### src/hdl/wgm_pkg.sv
// ----------------------------------------------------------------------------
// wgm_pkg
// Shared types and constants of the wildcard glob matcher.
// ----------------------------------------------------------------------------
package wgm_pkg;

  localparam int PATTERN_MAX_DEF = 32;
  localparam int PATTERN_WORDS   = 4;
  localparam int BYTES_PER_WORD  = 8;
  localparam int CFG_LEN_W       = 6;

  localparam logic [7:0] STAR_CHAR  = 8'h2A;
  localparam logic [7:0] QMARK_CHAR = 8'h3F;

  // configuration register indexes
  localparam logic [2:0] REG_PATTERN_A      = 3'd0;
  localparam logic [2:0] REG_PATTERN_B      = 3'd1;
  localparam logic [2:0] REG_PATTERN_C      = 3'd2;
  localparam logic [2:0] REG_PATTERN_D      = 3'd3;
  localparam logic [2:0] REG_PATTERN_LENGTH = 3'd4;

  // per-item control broadcast to every cell
  typedef struct packed {
    logic load;
    logic at_start;
    logic has_byte;
  } wgm_item_t;

  // handed from each cell to the next one up the row
  typedef struct packed {
    logic seed;
    logic old_bit;
    logic new_bit;
  } wgm_link_t;

  typedef struct packed {
    logic matched;
    logic final_result;
  } wgm_result_t;

endpackage

### src/hdl/wgm_cell.sv
// ----------------------------------------------------------------------------
// wgm_cell
// One position of the match row: holds one row bit and its pattern byte test.
// ----------------------------------------------------------------------------
module wgm_cell
  import wgm_pkg::*;
(
  input  logic       clk,
  input  logic       rst,
  input  wgm_item_t  item,
  input  logic [7:0] text_byte,
  input  logic [7:0] pat_byte,
  input  logic       enable,
  input  wgm_link_t  link_in,
  output wgm_link_t  link_out
);

  logic row_bit;
  logic is_star;
  logic hit;
  logic seed;
  logic eff_old;
  logic upd;
  logic row_bit_next;

  always_comb begin
    is_star = (pat_byte == STAR_CHAR);
    hit     = (pat_byte == text_byte) || (pat_byte == QMARK_CHAR);
    // seed holds while every pattern byte below is a star
    seed    = link_in.seed && enable && is_star;
    eff_old = item.at_start ? seed : row_bit;
    // star takes the row above or the run from the cell below
    if (!enable) begin
      upd = 1'b0;
    end else if (is_star) begin
      upd = eff_old || link_in.new_bit;
    end else begin
      upd = link_in.old_bit && hit;
    end
    row_bit_next = item.has_byte ? upd : eff_old;
    link_out.seed    = seed;
    link_out.old_bit = eff_old;
    link_out.new_bit = row_bit_next;
  end

  always_ff @(posedge clk) begin
    if (rst) begin
      row_bit <= 1'b0;
    end else if (item.load) begin
      row_bit <= row_bit_next;
    end
  end

endmodule

### src/hdl/wgm_result_fifo.sv
// ----------------------------------------------------------------------------
// wgm_result_fifo
// Two-entry result queue between the match row and the result channel.
// ----------------------------------------------------------------------------
module wgm_result_fifo
  import wgm_pkg::*;
(
  input  logic        clk,
  input  logic        rst,
  input  logic        push,
  input  wgm_result_t push_data,
  output logic        full,
  output logic        valid,
  input  logic        pop,
  output wgm_result_t pop_data
);

  wgm_result_t entry [2];
  logic        wr_ptr;
  logic        rd_ptr;
  logic [1:0]  count;
  logic [1:0]  count_next;

  assign full     = (count == 2'd2);
  assign valid    = (count != 2'd0);
  assign pop_data = entry[rd_ptr];

  always_comb begin
    count_next = count;
    if (push && !(pop && valid)) begin
      count_next = count + 2'd1;
    end else if (!push && pop && valid) begin
      count_next = count - 2'd1;
    end
  end

  always_ff @(posedge clk) begin
    if (push) begin
      entry[wr_ptr] <= push_data;
    end
  end

  always_ff @(posedge clk) begin
    if (rst) begin
      wr_ptr <= 1'b0;
      rd_ptr <= 1'b0;
      count  <= 2'd0;
    end else begin
      if (push) begin
        wr_ptr <= ~wr_ptr;
      end
      if (pop && valid) begin
        rd_ptr <= ~rd_ptr;
      end
      count <= count_next;
    end
  end

  a_count_bound: assert property (@(posedge clk) disable iff (rst)
    count != 2'd3)
    else $error("result queue count out of range");

  a_no_overflow: assert property (@(posedge clk) disable iff (rst)
    full |-> !push)
    else $error("push into a full result queue");

  a_drain_last: assert property (@(posedge clk) disable iff (rst)
    (count == 2'd1 && pop && !push) |=> !valid)
    else $error("queue not empty after last entry popped");

endmodule

### src/hdl/wildcard_glob_matcher_top.sv
// ----------------------------------------------------------------------------
// wildcard_glob_matcher_top
// Streams text bytes against a configured glob pattern ('?' any byte, '*' any
// run) and returns one match flag per input item. Every item is handled
// combinationally through a row of PATTERN_MAX cells, each holding one bit of
// the dynamic-programming row; the leading-star seed and the star run both
// ripple up that row within the cycle, so a new item is taken on every clock
// while text_stall is low; cfg_ready is always high. No startup sweep. Results
// wait in a two-entry queue; text_stall rises only while that queue is full.
// The user writes the pattern and its length over the configuration port only
// while no text item is in flight; the block itself does not enforce this.
// ----------------------------------------------------------------------------
module wildcard_glob_matcher_top
  import wgm_pkg::*;
#(
  parameter int PATTERN_MAX = PATTERN_MAX_DEF
) (
  input  logic        clk,
  input  logic        rst,
  // text channel
  input  logic        text_valid,
  output logic        text_stall,
  input  logic [7:0]  text_byte,
  input  logic        has_byte,
  input  logic        text_end,
  // result channel
  output logic        result_valid,
  input  logic        result_stall,
  output logic        matched,
  output logic        final_result,
  // configuration channel
  input  logic        cfg_valid,
  output logic        cfg_ready,
  input  logic [2:0]  cfg_index,
  input  logic [63:0] cfg_data
);

  localparam int LEN_W = (PATTERN_MAX < 2) ? 1 : $clog2(PATTERN_MAX + 1);

  logic [PATTERN_WORDS-1:0][63:0] pattern_words;
  logic [CFG_LEN_W-1:0]           pattern_length;
  logic [LEN_W-1:0]               eff_len;
  logic                           row0;
  logic                           at_start;
  logic                           accept;
  wgm_item_t                      item;
  wgm_link_t                      link [PATTERN_MAX+1];
  logic [PATTERN_MAX:0]           row_next;
  wgm_result_t                    result_in;
  wgm_result_t                    result_out;
  logic                           fifo_full;

  assign cfg_ready = 1'b1;

  always_ff @(posedge clk) begin
    if (rst) begin
      pattern_words  <= '0;
      pattern_length <= '0;
    end else if (cfg_valid && cfg_ready) begin
      unique case (cfg_index) inside
        REG_PATTERN_A, REG_PATTERN_B, REG_PATTERN_C, REG_PATTERN_D: begin
          pattern_words[cfg_index[1:0]] <= cfg_data;
        end
        REG_PATTERN_LENGTH: begin
          pattern_length <= cfg_data[CFG_LEN_W-1:0];
        end
        default: begin
        end
      endcase
    end
  end

  // lengths above the row size clamp to the full row
  assign eff_len = (pattern_length > CFG_LEN_W'(PATTERN_MAX)) ?
                   LEN_W'(PATTERN_MAX) : LEN_W'(pattern_length);

  assign accept        = text_valid && !text_stall;
  assign text_stall    = fifo_full;
  assign item.load     = accept;
  assign item.at_start = at_start;
  assign item.has_byte = has_byte;

  // position zero: empty pattern prefix
  always_comb begin
    link[0].seed    = 1'b1;
    link[0].old_bit = at_start ? 1'b1 : row0;
    link[0].new_bit = has_byte ? 1'b0 : link[0].old_bit;
  end

  always_ff @(posedge clk) begin
    if (rst) begin
      row0     <= 1'b1;
      at_start <= 1'b1;
    end else if (accept) begin
      row0     <= link[0].new_bit;
      at_start <= text_end;
    end
  end

  generate
    for (genvar j = 1; j <= PATTERN_MAX; j++) begin : g_cell
      wgm_cell u_cell (
        .clk       (clk),
        .rst       (rst),
        .item      (item),
        .text_byte (text_byte),
        .pat_byte  (pattern_words[(j-1)/BYTES_PER_WORD][((j-1)%BYTES_PER_WORD)*8 +: 8]),
        .enable    (eff_len >= LEN_W'(j)),
        .link_in   (link[j-1]),
        .link_out  (link[j])
      );
    end
    for (genvar k = 0; k <= PATTERN_MAX; k++) begin : g_row
      assign row_next[k] = link[k].new_bit;
    end
  endgenerate

  assign result_in.matched      = row_next[eff_len];
  assign result_in.final_result = text_end;

  wgm_result_fifo u_result_fifo (
    .clk       (clk),
    .rst       (rst),
    .push      (accept),
    .push_data (result_in),
    .full      (fifo_full),
    .valid     (result_valid),
    .pop       (!result_stall),
    .pop_data  (result_out)
  );

  assign matched      = result_out.matched;
  assign final_result = result_out.final_result;

  a_result_follows: assert property (@(posedge clk) disable iff (rst)
    accept |=> result_valid)
    else $error("no result after a text transfer");

  a_restart_after_end: assert property (@(posedge clk) disable iff (rst)
    (accept && text_end) |=> at_start)
    else $error("text end did not rearm the seed");

  a_prefix_cleared: assert property (@(posedge clk) disable iff (rst)
    (accept && has_byte) |=> !row0)
    else $error("empty prefix still set after a byte");

endmodule

### config.mk
export PLATFORM = sky130hd
export DESIGN_NAME = wildcard_glob_matcher_top
export DESIGN_NICKNAME = d
export VERILOG_FILES = /design/src/hdl/wgm_pkg.sv /design/src/hdl/wgm_cell.sv /design/src/hdl/wgm_result_fifo.sv /design/src/hdl/wildcard_glob_matcher_top.sv
export SDC_FILE = /design/constraint.sdc
export NUM_CORES = 1
export LEC_CHECK = 0
export ABC_AREA = 0
export ABC_CLOCK_PERIOD_IN_PS = 4200
export CAP_MARGIN = 20
export CORE_AREA = 3 3 192 287
export CTS_CLUSTER_SIZE = 30
export DETAILED_ROUTE_END_ITERATION = 8
export DIE_AREA = 0 0 195 290
export DONT_BUFFER_PORTS = 1
export PLACE_DENSITY = 0.6
export SYNTH_ARGS = -nofsm -noshare
export SYNTH_HDL_FRONTEND = slang
export SYNTH_SLANG_ARGS = --single-unit
export TNS_END_PERCENT = 20
### constraint.sdc
create_clock -name clk -period 4.2 [get_ports clk]
set_input_delay 0.42 -clock clk [delete_from_list [all_inputs] [get_ports clk]]
set_output_delay 0.42 -clock clk [all_outputs]
set_load 0.1 [all_outputs]
==> flow_metrics.env, run 1 <==
export IMPL_die_w_um=195
export IMPL_clockBufferDepth=3
export IMPL_synth_area_leaders="dfxtp_1, nand2_1, a21oi_1, xnor2_1, xor2_1"
export IMPL_setup_tns_final_ns=-1.82
export IMPL_r2r_cells=17
export IMPL_ant_nets=0
export IMPL_nets=3028
export IMPL_initial_core_util_pct=34.8
export IMPL_power_density_nw_per_um2=283
export IMPL_power_mw=7.04
export IMPL_cp_max_fo=6
export IMPL_finalCritPeriodShare_pct=110
export IMPL_synth_seq_cells=305
export IMPL_hp_class="input port to flop"
export IMPL_multi_input_area_um2=12200
export IMPL_synth_top_area_cell="dfxtp_1"
export IMPL_dp_cells=3517
export IMPL_die_h_um=290
export IMPL_drt_pass1_iterations=6
export IMPL_place_hpwl_mm=57.3
export IMPL_cts_sinks=305
export IMPL_violations="setup timing"
export IMPL_hold_viol=0
export IMPL_netlist_area_leader_share_pct=32.8
export IMPL_port_buffers=0
export IMPL_reg2reg_to="u_result_fifo.entry[0][1]"
export IMPL_area_growth_syn_to_layout_pct=35.6
export IMPL_drc=0
export IMPL_stdcell_count=3653
export IMPL_regToRegStartpoint="pattern_words[8]"
export IMPL_setup_viol=8
export IMPL_wl_mm=81.9
export IMPL_cts_buffers=34
export IMPL_max_slew_worst_pin_slew_ns=1.01
export IMPL_vias=20400
export IMPL_yosys_cell_types_count=104
export IMPL_io_pins=87
export IMPL_leakage_nw=9.23
export IMPL_crit_chain="or3_4 -> or4_4 -> nor3_4 -> buf_6 -> nand4_4 -> o31a_1 -> a2111oi_4 -> nor4b_4 -> a221oi_2 -> buf_4 -> nor4b_2 -> a2111o_1 -> nand2b_4 -> o221ai_4 -> a2bb2oi_2 -> o2111ai_2 -> a41oi_2"
export IMPL_grt_remaining_overflow=0
export IMPL_critPathMaxStageDelay_ns=0.47
export IMPL_synth_most_common_cell="nand2_1"
export IMPL_postSynthCellCount=2514
export IMPL_critPathCaptureType="flop"
export IMPL_maxCapViolations=0
export IMPL_synth_net_count=2596
export IMPL_cp_depth=17
export IMPL_num_antenna_cells=0
export IMPL_ys_warn_count=0
export IMPL_grt_pass1_vias=20700
export IMPL_synth_edf_count=4
export IMPL_finClkSkew_ns=0.0301
export IMPL_regToRegSetupSlack_ns=-0.40
export IMPL_arrival_ns=4.96
export IMPL_ys_flop_type="dfxtp_1"
export IMPL_grt_total_usage_pct=27.8
export IMPL_synth_cell_area_um2=18400
export IMPL_initialDrtViolationCount=1508
export IMPL_synth_seq_area_share_pct=33.4
export IMPL_cp_slowest_cell="or4_4"
export IMPL_grt_max_degree=268
export IMPL_path_class="flop to flop"
export IMPL_clk_latency_ns=0.55
export IMPL_clk_pin_slew_ns=0.06
export IMPL_design_core_area_um2=52800
export IMPL_postLayoutSetupSlackWorst_ns=-0.404
export IMPL_row_count=103
export IMPL_routedWlPerCell_um=22.4
export IMPL_grt_first_pass_wirelength_mm=123
export IMPL_nFillCells=5226
export IMPL_place_congestion=1.06
export IMPL_drive_gt1_share_pct=24.4
export IMPL_critPathBufInv=2
export IMPL_synth_common_cells="nand2_1, a21oi_1, dfxtp_1"
export IMPL_fmax_ghz=0.217
export IMPL_slew_limit_headroom_pct=32.7
export IMPL_antenna_found_initial=0
export IMPL_avgViaCountPerCell=5.57
export IMPL_status="finished with violations"
export IMPL_post_place_ws_ns=-0.840
export IMPL_whs_ns=0.00833
export IMPL_cts_tree="done"
export IMPL_vdd_ir_drop_max_v=0.000308
export IMPL_rsz0062_at_grt="yes"
export IMPL_required_ns=4.55
export IMPL_worstHoldPathCells=2
export IMPL_crit_path_start_kind="flop"
export IMPL_cts_max_level=2
export IMPL_hold_start="cfg_data[10]"
export IMPL_critPathTopFamily="compound AO/OA/AOI/OAI gates"
export IMPL_seq_area_um2=6150
export IMPL_async_flop_share_pct=0
export IMPL_dieArea_um2=56600
export IMPL_min_to="pattern_words[74]"
export IMPL_min_period_ns=4.60
export IMPL_slew_viol_final=0
export IMPL_root_buffer="clkbuf_16"
export IMPL_avgSynthCellArea_um2=7.31
layout make-up:
class	instances	area share, %
Timing Repair Buffer	562	17.8
Inverter	22	0.331
Tap cell	682	3.42
Sequential cell	305	24.7
Clock buffer	46	3.92
Multi-Input combinational cell	2021	48.9
Clock inverter	15	0.848
state kept, by name, indices dropped and copies added, names as in the netlist, named ones only:
| name | cells |
|---|---|
| u_result_fifo.entry | 4 |
| pattern_words | 256 |
| at_start | 1 |
| pattern_length | 6 |
| u_result_fifo.wr_ptr | 1 |
| u_result_fifo.count | 2 |
| u_result_fifo.rd_ptr | 1 |
| g_cell.u_cell.row_bit | 32 |
| row0 | 1 |
metrics by stage:
stage          util (%)  area [um2]
3_3_place_gp       42.2       22300
4_1_cts            46.6       24600
3_5_place_dp       42.2       22300
5_1_grt            47.2       24900
6_report           47.2       24900
2_1_floorplan         -       18400
layer usage:
layer	GRT usage (%)	vias to the layer above	part of all wire, %
met5	0	-	0
met4	15.3	0	6.7
met3	4.02	224	5.5
met2	49.5	671	49
met1	31.7	9798	38
li1	-	9663	-
report_power, final:
| part | internal, mW | leakage [nW] | switching [mW] |
|---|---|---|---|
| logic | 0.351 | 6.17 | 0.428 |
| clock network | 1.90 | 0.584 | 1.34 |
| registers | 2.97 | 2.48 | 0.0522 |
placed cells by master (no fill, tap or decap), types with 9 or more instances in the layout:
master,synthesis,routed
nor4_1,32,25
or2_2,10,9
o21ai_0,43,36
nor3_1,65,52
nand4_1,83,83
nor2b_1,13,13
inv_1,20,20
or3_1,22,15
o211ai_1,12,12
a21o_1,10,10
xnor2_1,186,186
dlygate4sd3_1,0,46
a21oi_1,329,322
nand2b_1,21,21
a211oi_1,18,13
a31oi_1,16,12
clkbuf_16,0,35
and3_1,35,33
buf_4,2,505
nor2_1,152,147
dfxtp_1,301,294
and2_1,22,21
o22ai_1,14,13
nand2_1,615,613
xor2_1,72,72
nand3_1,47,44
worst max-delay path by stage:
stage | end | slack [ns] | start
floorplan | u_result_fifo.entry[0][1] | 0.006 | pattern_words[8]
global placement | u_result_fifo.entry[0][1] | -0.76 | pattern_words[8]
detailed placement | u_result_fifo.entry[0][1] | -0.84 | pattern_words[48]
CTS | u_result_fifo.entry[0][1] | -0.31 | pattern_words[8]
global route | u_result_fifo.entry[0][1] | -0.54 | pattern_length[3]
finish | u_result_fifo.entry[0][1] | -0.40 | pattern_words[8]
repair_timing:
action / CTS / global route
hold buffers: 46 / 2
setup buffers: 19 / 7
pin swaps: 44 / 28
gates cloned: 1 / 0
resized for setup: 98 / 42
endpoints found under the hold margin: 108 / 83
setup endpoints to repair: 15 / 15
cells by family after synthesis:
group,Yosys count,share of synthesized area [%]
DFF,305,33.4
other,1,0.0204
and+or+nand+nor,1190,30.6
AOI/OAI and AO/OA,563,19.1
buffers and inverters,189,4.08
xor gates and xnor gates,258,12.3
muxes,8,0.449
(Power assumes the default switching activity.)
==> run 2: changes to the inputs <==
--- a/config.mk
+++ b/config.mk
@@ -8,13 +8,14 @@
 export ABC_AREA = 0
 export ABC_CLOCK_PERIOD_IN_PS = 4200
 export CAP_MARGIN = 20
-export CORE_AREA = 3 3 192 287
+export CORE_AREA = 3 3 198 297
 export CTS_CLUSTER_SIZE = 30
 export DETAILED_ROUTE_END_ITERATION = 8
-export DIE_AREA = 0 0 195 290
+export DIE_AREA = 0 0 201 300
 export DONT_BUFFER_PORTS = 1
 export PLACE_DENSITY = 0.6
 export SYNTH_ARGS = -nofsm -noshare
 export SYNTH_HDL_FRONTEND = slang
+export SYNTH_HIERARCHICAL = 1
 export SYNTH_SLANG_ARGS = --single-unit
 export TNS_END_PERCENT = 20
==> run 2 against run 1 <==
The run still ends with setup timing left. Utilization is 1.5 points lower. Via count is 1.2% higher. Routed wire length is 13% lower. Clock power is 6% lower. Highest routed layer unchanged. Sequential power hardly changed. Register-to-register slack worse by 14 ns.
==> flow_metrics.env, run 2 <==
export IMPL_path_class="flop to flop"
export IMPL_largest_register="pattern_words"
export IMPL_drive_gt1_share_pct=26.9
export IMPL_cts_buffers=34
export IMPL_cts_max_level=2
export IMPL_drt_pass1_iterations=6
export IMPL_max_slew_worst_pin_slew_ns=1.02
export IMPL_wl_mm=71.3
export IMPL_final_cell_mix="nand2_1, buf_4, dfxtp_1"
export IMPL_cp_common_cell="nand3b_1"
export IMPL_area_growth_syn_to_layout_pct=31.1
export IMPL_root_buffer="clkbuf_16"
export IMPL_routedWlPerCell_um=18.3
export IMPL_grt_pass1_vias=20600
export IMPL_slew_limit_headroom_pct=31.5
export IMPL_grt_first_pass_wirelength_mm=109
export IMPL_grt_remaining_overflow=0
export IMPL_setup_tns_final_ns=-205.61
export IMPL_avgSynthCellArea_um2=7.50
export IMPL_die_h_um=300
export IMPL_drc=0
export IMPL_power_density_nw_per_um2=269
export IMPL_avgViaCountPerCell=5.28
export IMPL_clk_latency_ns=0.54
export IMPL_row_count=107
export IMPL_vias=20600
export IMPL_rsz0062_at_grt="yes"
export IMPL_postLayoutSetupSlackWorst_ns=-13.93
export IMPL_die_w_um=201
export IMPL_min_period_ns=18.13
export IMPL_worstHoldPathCells=2
export IMPL_setup_viol=28
export IMPL_slew_viol_final=0
export IMPL_dp_cells=3777
export IMPL_initialDrtViolationCount=1422
export IMPL_grt_max_degree=334
export IMPL_min_to="pattern_words[175]"
export IMPL_final_util_pct=45.7
export IMPL_port_buffers=0
export IMPL_regToRegSetupSlack_ns=-13.93
export IMPL_finalCritPeriodShare_pct=432
export IMPL_required_ns=4.44
export IMPL_clockBufferDepth=3
export IMPL_crit_path_start_kind="flop"
export IMPL_status="finished with violations"
export IMPL_cp_max_fo=2
export IMPL_synth_cell_area_um2=19700
export IMPL_hold_start="cfg_data[47]"
export IMPL_critPathMaxStageDelay_ns=0.38
export IMPL_ys_warn_count=6
export IMPL_fmax_ghz=0.0551
export IMPL_design_core_area_um2=56600
export IMPL_arrival_ns=18.37
export IMPL_cts_tree="done"
export IMPL_place_hpwl_mm=49.5
export IMPL_num_antenna_cells=0
export IMPL_cp_slowest_cell="or3_4"
export IMPL_postSynthCellCount=2632
export IMPL_hold_viol=0
export IMPL_regToRegStartpoint="pattern_words[2]"
export IMPL_ant_nets=0
export IMPL_nets=3198
export IMPL_antenna_found_initial=0
export IMPL_largestRegisters="pattern_words (256), g_cell.u_cell/row_bit (32), pattern_length (6)"
export IMPL_clk_pin_slew_ns=0.06
export IMPL_place_congestion=0.941
export IMPL_largest_reg_flops=256
export IMPL_io_pins=87
export IMPL_hp_class="input port to flop"
export IMPL_maxCapViolations=0
export IMPL_violations="setup timing"
export IMPL_layout_commonest_cell="nand2_1"
export IMPL_critPathCaptureType="flop"
export IMPL_initial_core_util_pct=34.8
export IMPL_finClkSkew_ns=0.0149
export IMPL_reg2reg_to="u_result_fifo/entry[1][1]"
export IMPL_dieArea_um2=60300
export IMPL_grt_total_usage_pct=22.4
export IMPL_leakage_nw=10.5
export IMPL_r2r_cells=100
export IMPL_vdd_ir_drop_max_v=0.000195
export IMPL_stdcell_count=3900
export IMPL_cts_sinks=305
run 2: worst max path at each step:
| stage | startpoint | to | slack [ns] | cells after the start |
|---|---|---|---|---|
| final | pattern_words[2] | u_result_fifo/entry[1][1] | -13.93 | 100 |
| after global routing | pattern_words[2] | u_result_fifo/entry[0][1] | -14.83 | 100 |
| after CTS | pattern_length[4] | u_result_fifo/entry[1][1] | -13.51 | 104 |
| after detailed placement | pattern_words[2] | u_result_fifo/entry[0][1] | -14.16 | 100 |
| after global placement | pattern_words[2] | u_result_fifo/entry[0][1] | -13.47 | 100 |
| after floorplan | pattern_length[4] | u_result_fifo/entry[0][1] | -14.36 | 137 |
run 2: timing repair:
item,CTS,global route
setup endpoints to repair,28,29
endpoints found under the hold margin,38,20
hold buffers,23,1
setup buffers,16,25
gates resized for setup,29,26
pin swaps,7,19
run 2: metal layers:
layer | track usage [%] | up-vias | wire length, um
met5 | 0 | - | 0
met4 | 12.5 | 0 | 4270
met3 | 2.97 | 204 | 3200
met2 | 42.5 | 607 | 36900
met1 | 23.6 | 9795 | 26900
li1 | - | 9985 | -
run 2: power by group:
part,switching (mW),internal [mW]
sequential,0.0484,2.98
clock,1.29,1.77
combinational,0.455,0.410
total,1.79,5.16
run 2: worst max-delay path, delay by kind of cell, from the launching register on:
family | cells | cell delay [ns]
AO/OA/AOI/OAI | 67 | 10.39
flip-flops | 1 | 0.31
AND/OR/NAND/NOR | 33 | 7.09
run 2: through the flow:
stage / power, mW / instance area, um2 / hold WS [ns] / setup WS, ns
2_1_floorplan: 3.63 / 19800 / 0.451 / -14.36
3_3_place_gp: 3.86 / 23900 / 0.463 / -13.47
3_5_place_dp: 3.89 / 23900 / 0.473 / -14.16
4_1_cts: 6.98 / 25500 / 0.0000986 / -13.51
5_1_grt: 7.20 / 25900 / 0.00392 / -14.83
6_report: 6.95 / 25900 / 0.0142 / -13.93
run 2: cell type report:
class / instances / area [um2]
Clock inverter: 10 / 87.6
Inverter: 106 / 398
Sequential cell: 305 / 6150
Multi-Input combinational cell: 2033 / 12400
Fill cell: 5549 / 30800
Clock buffer: 47 / 1030
Tap cell: 763 / 955
Timing Repair Buffer: 636 / 4860
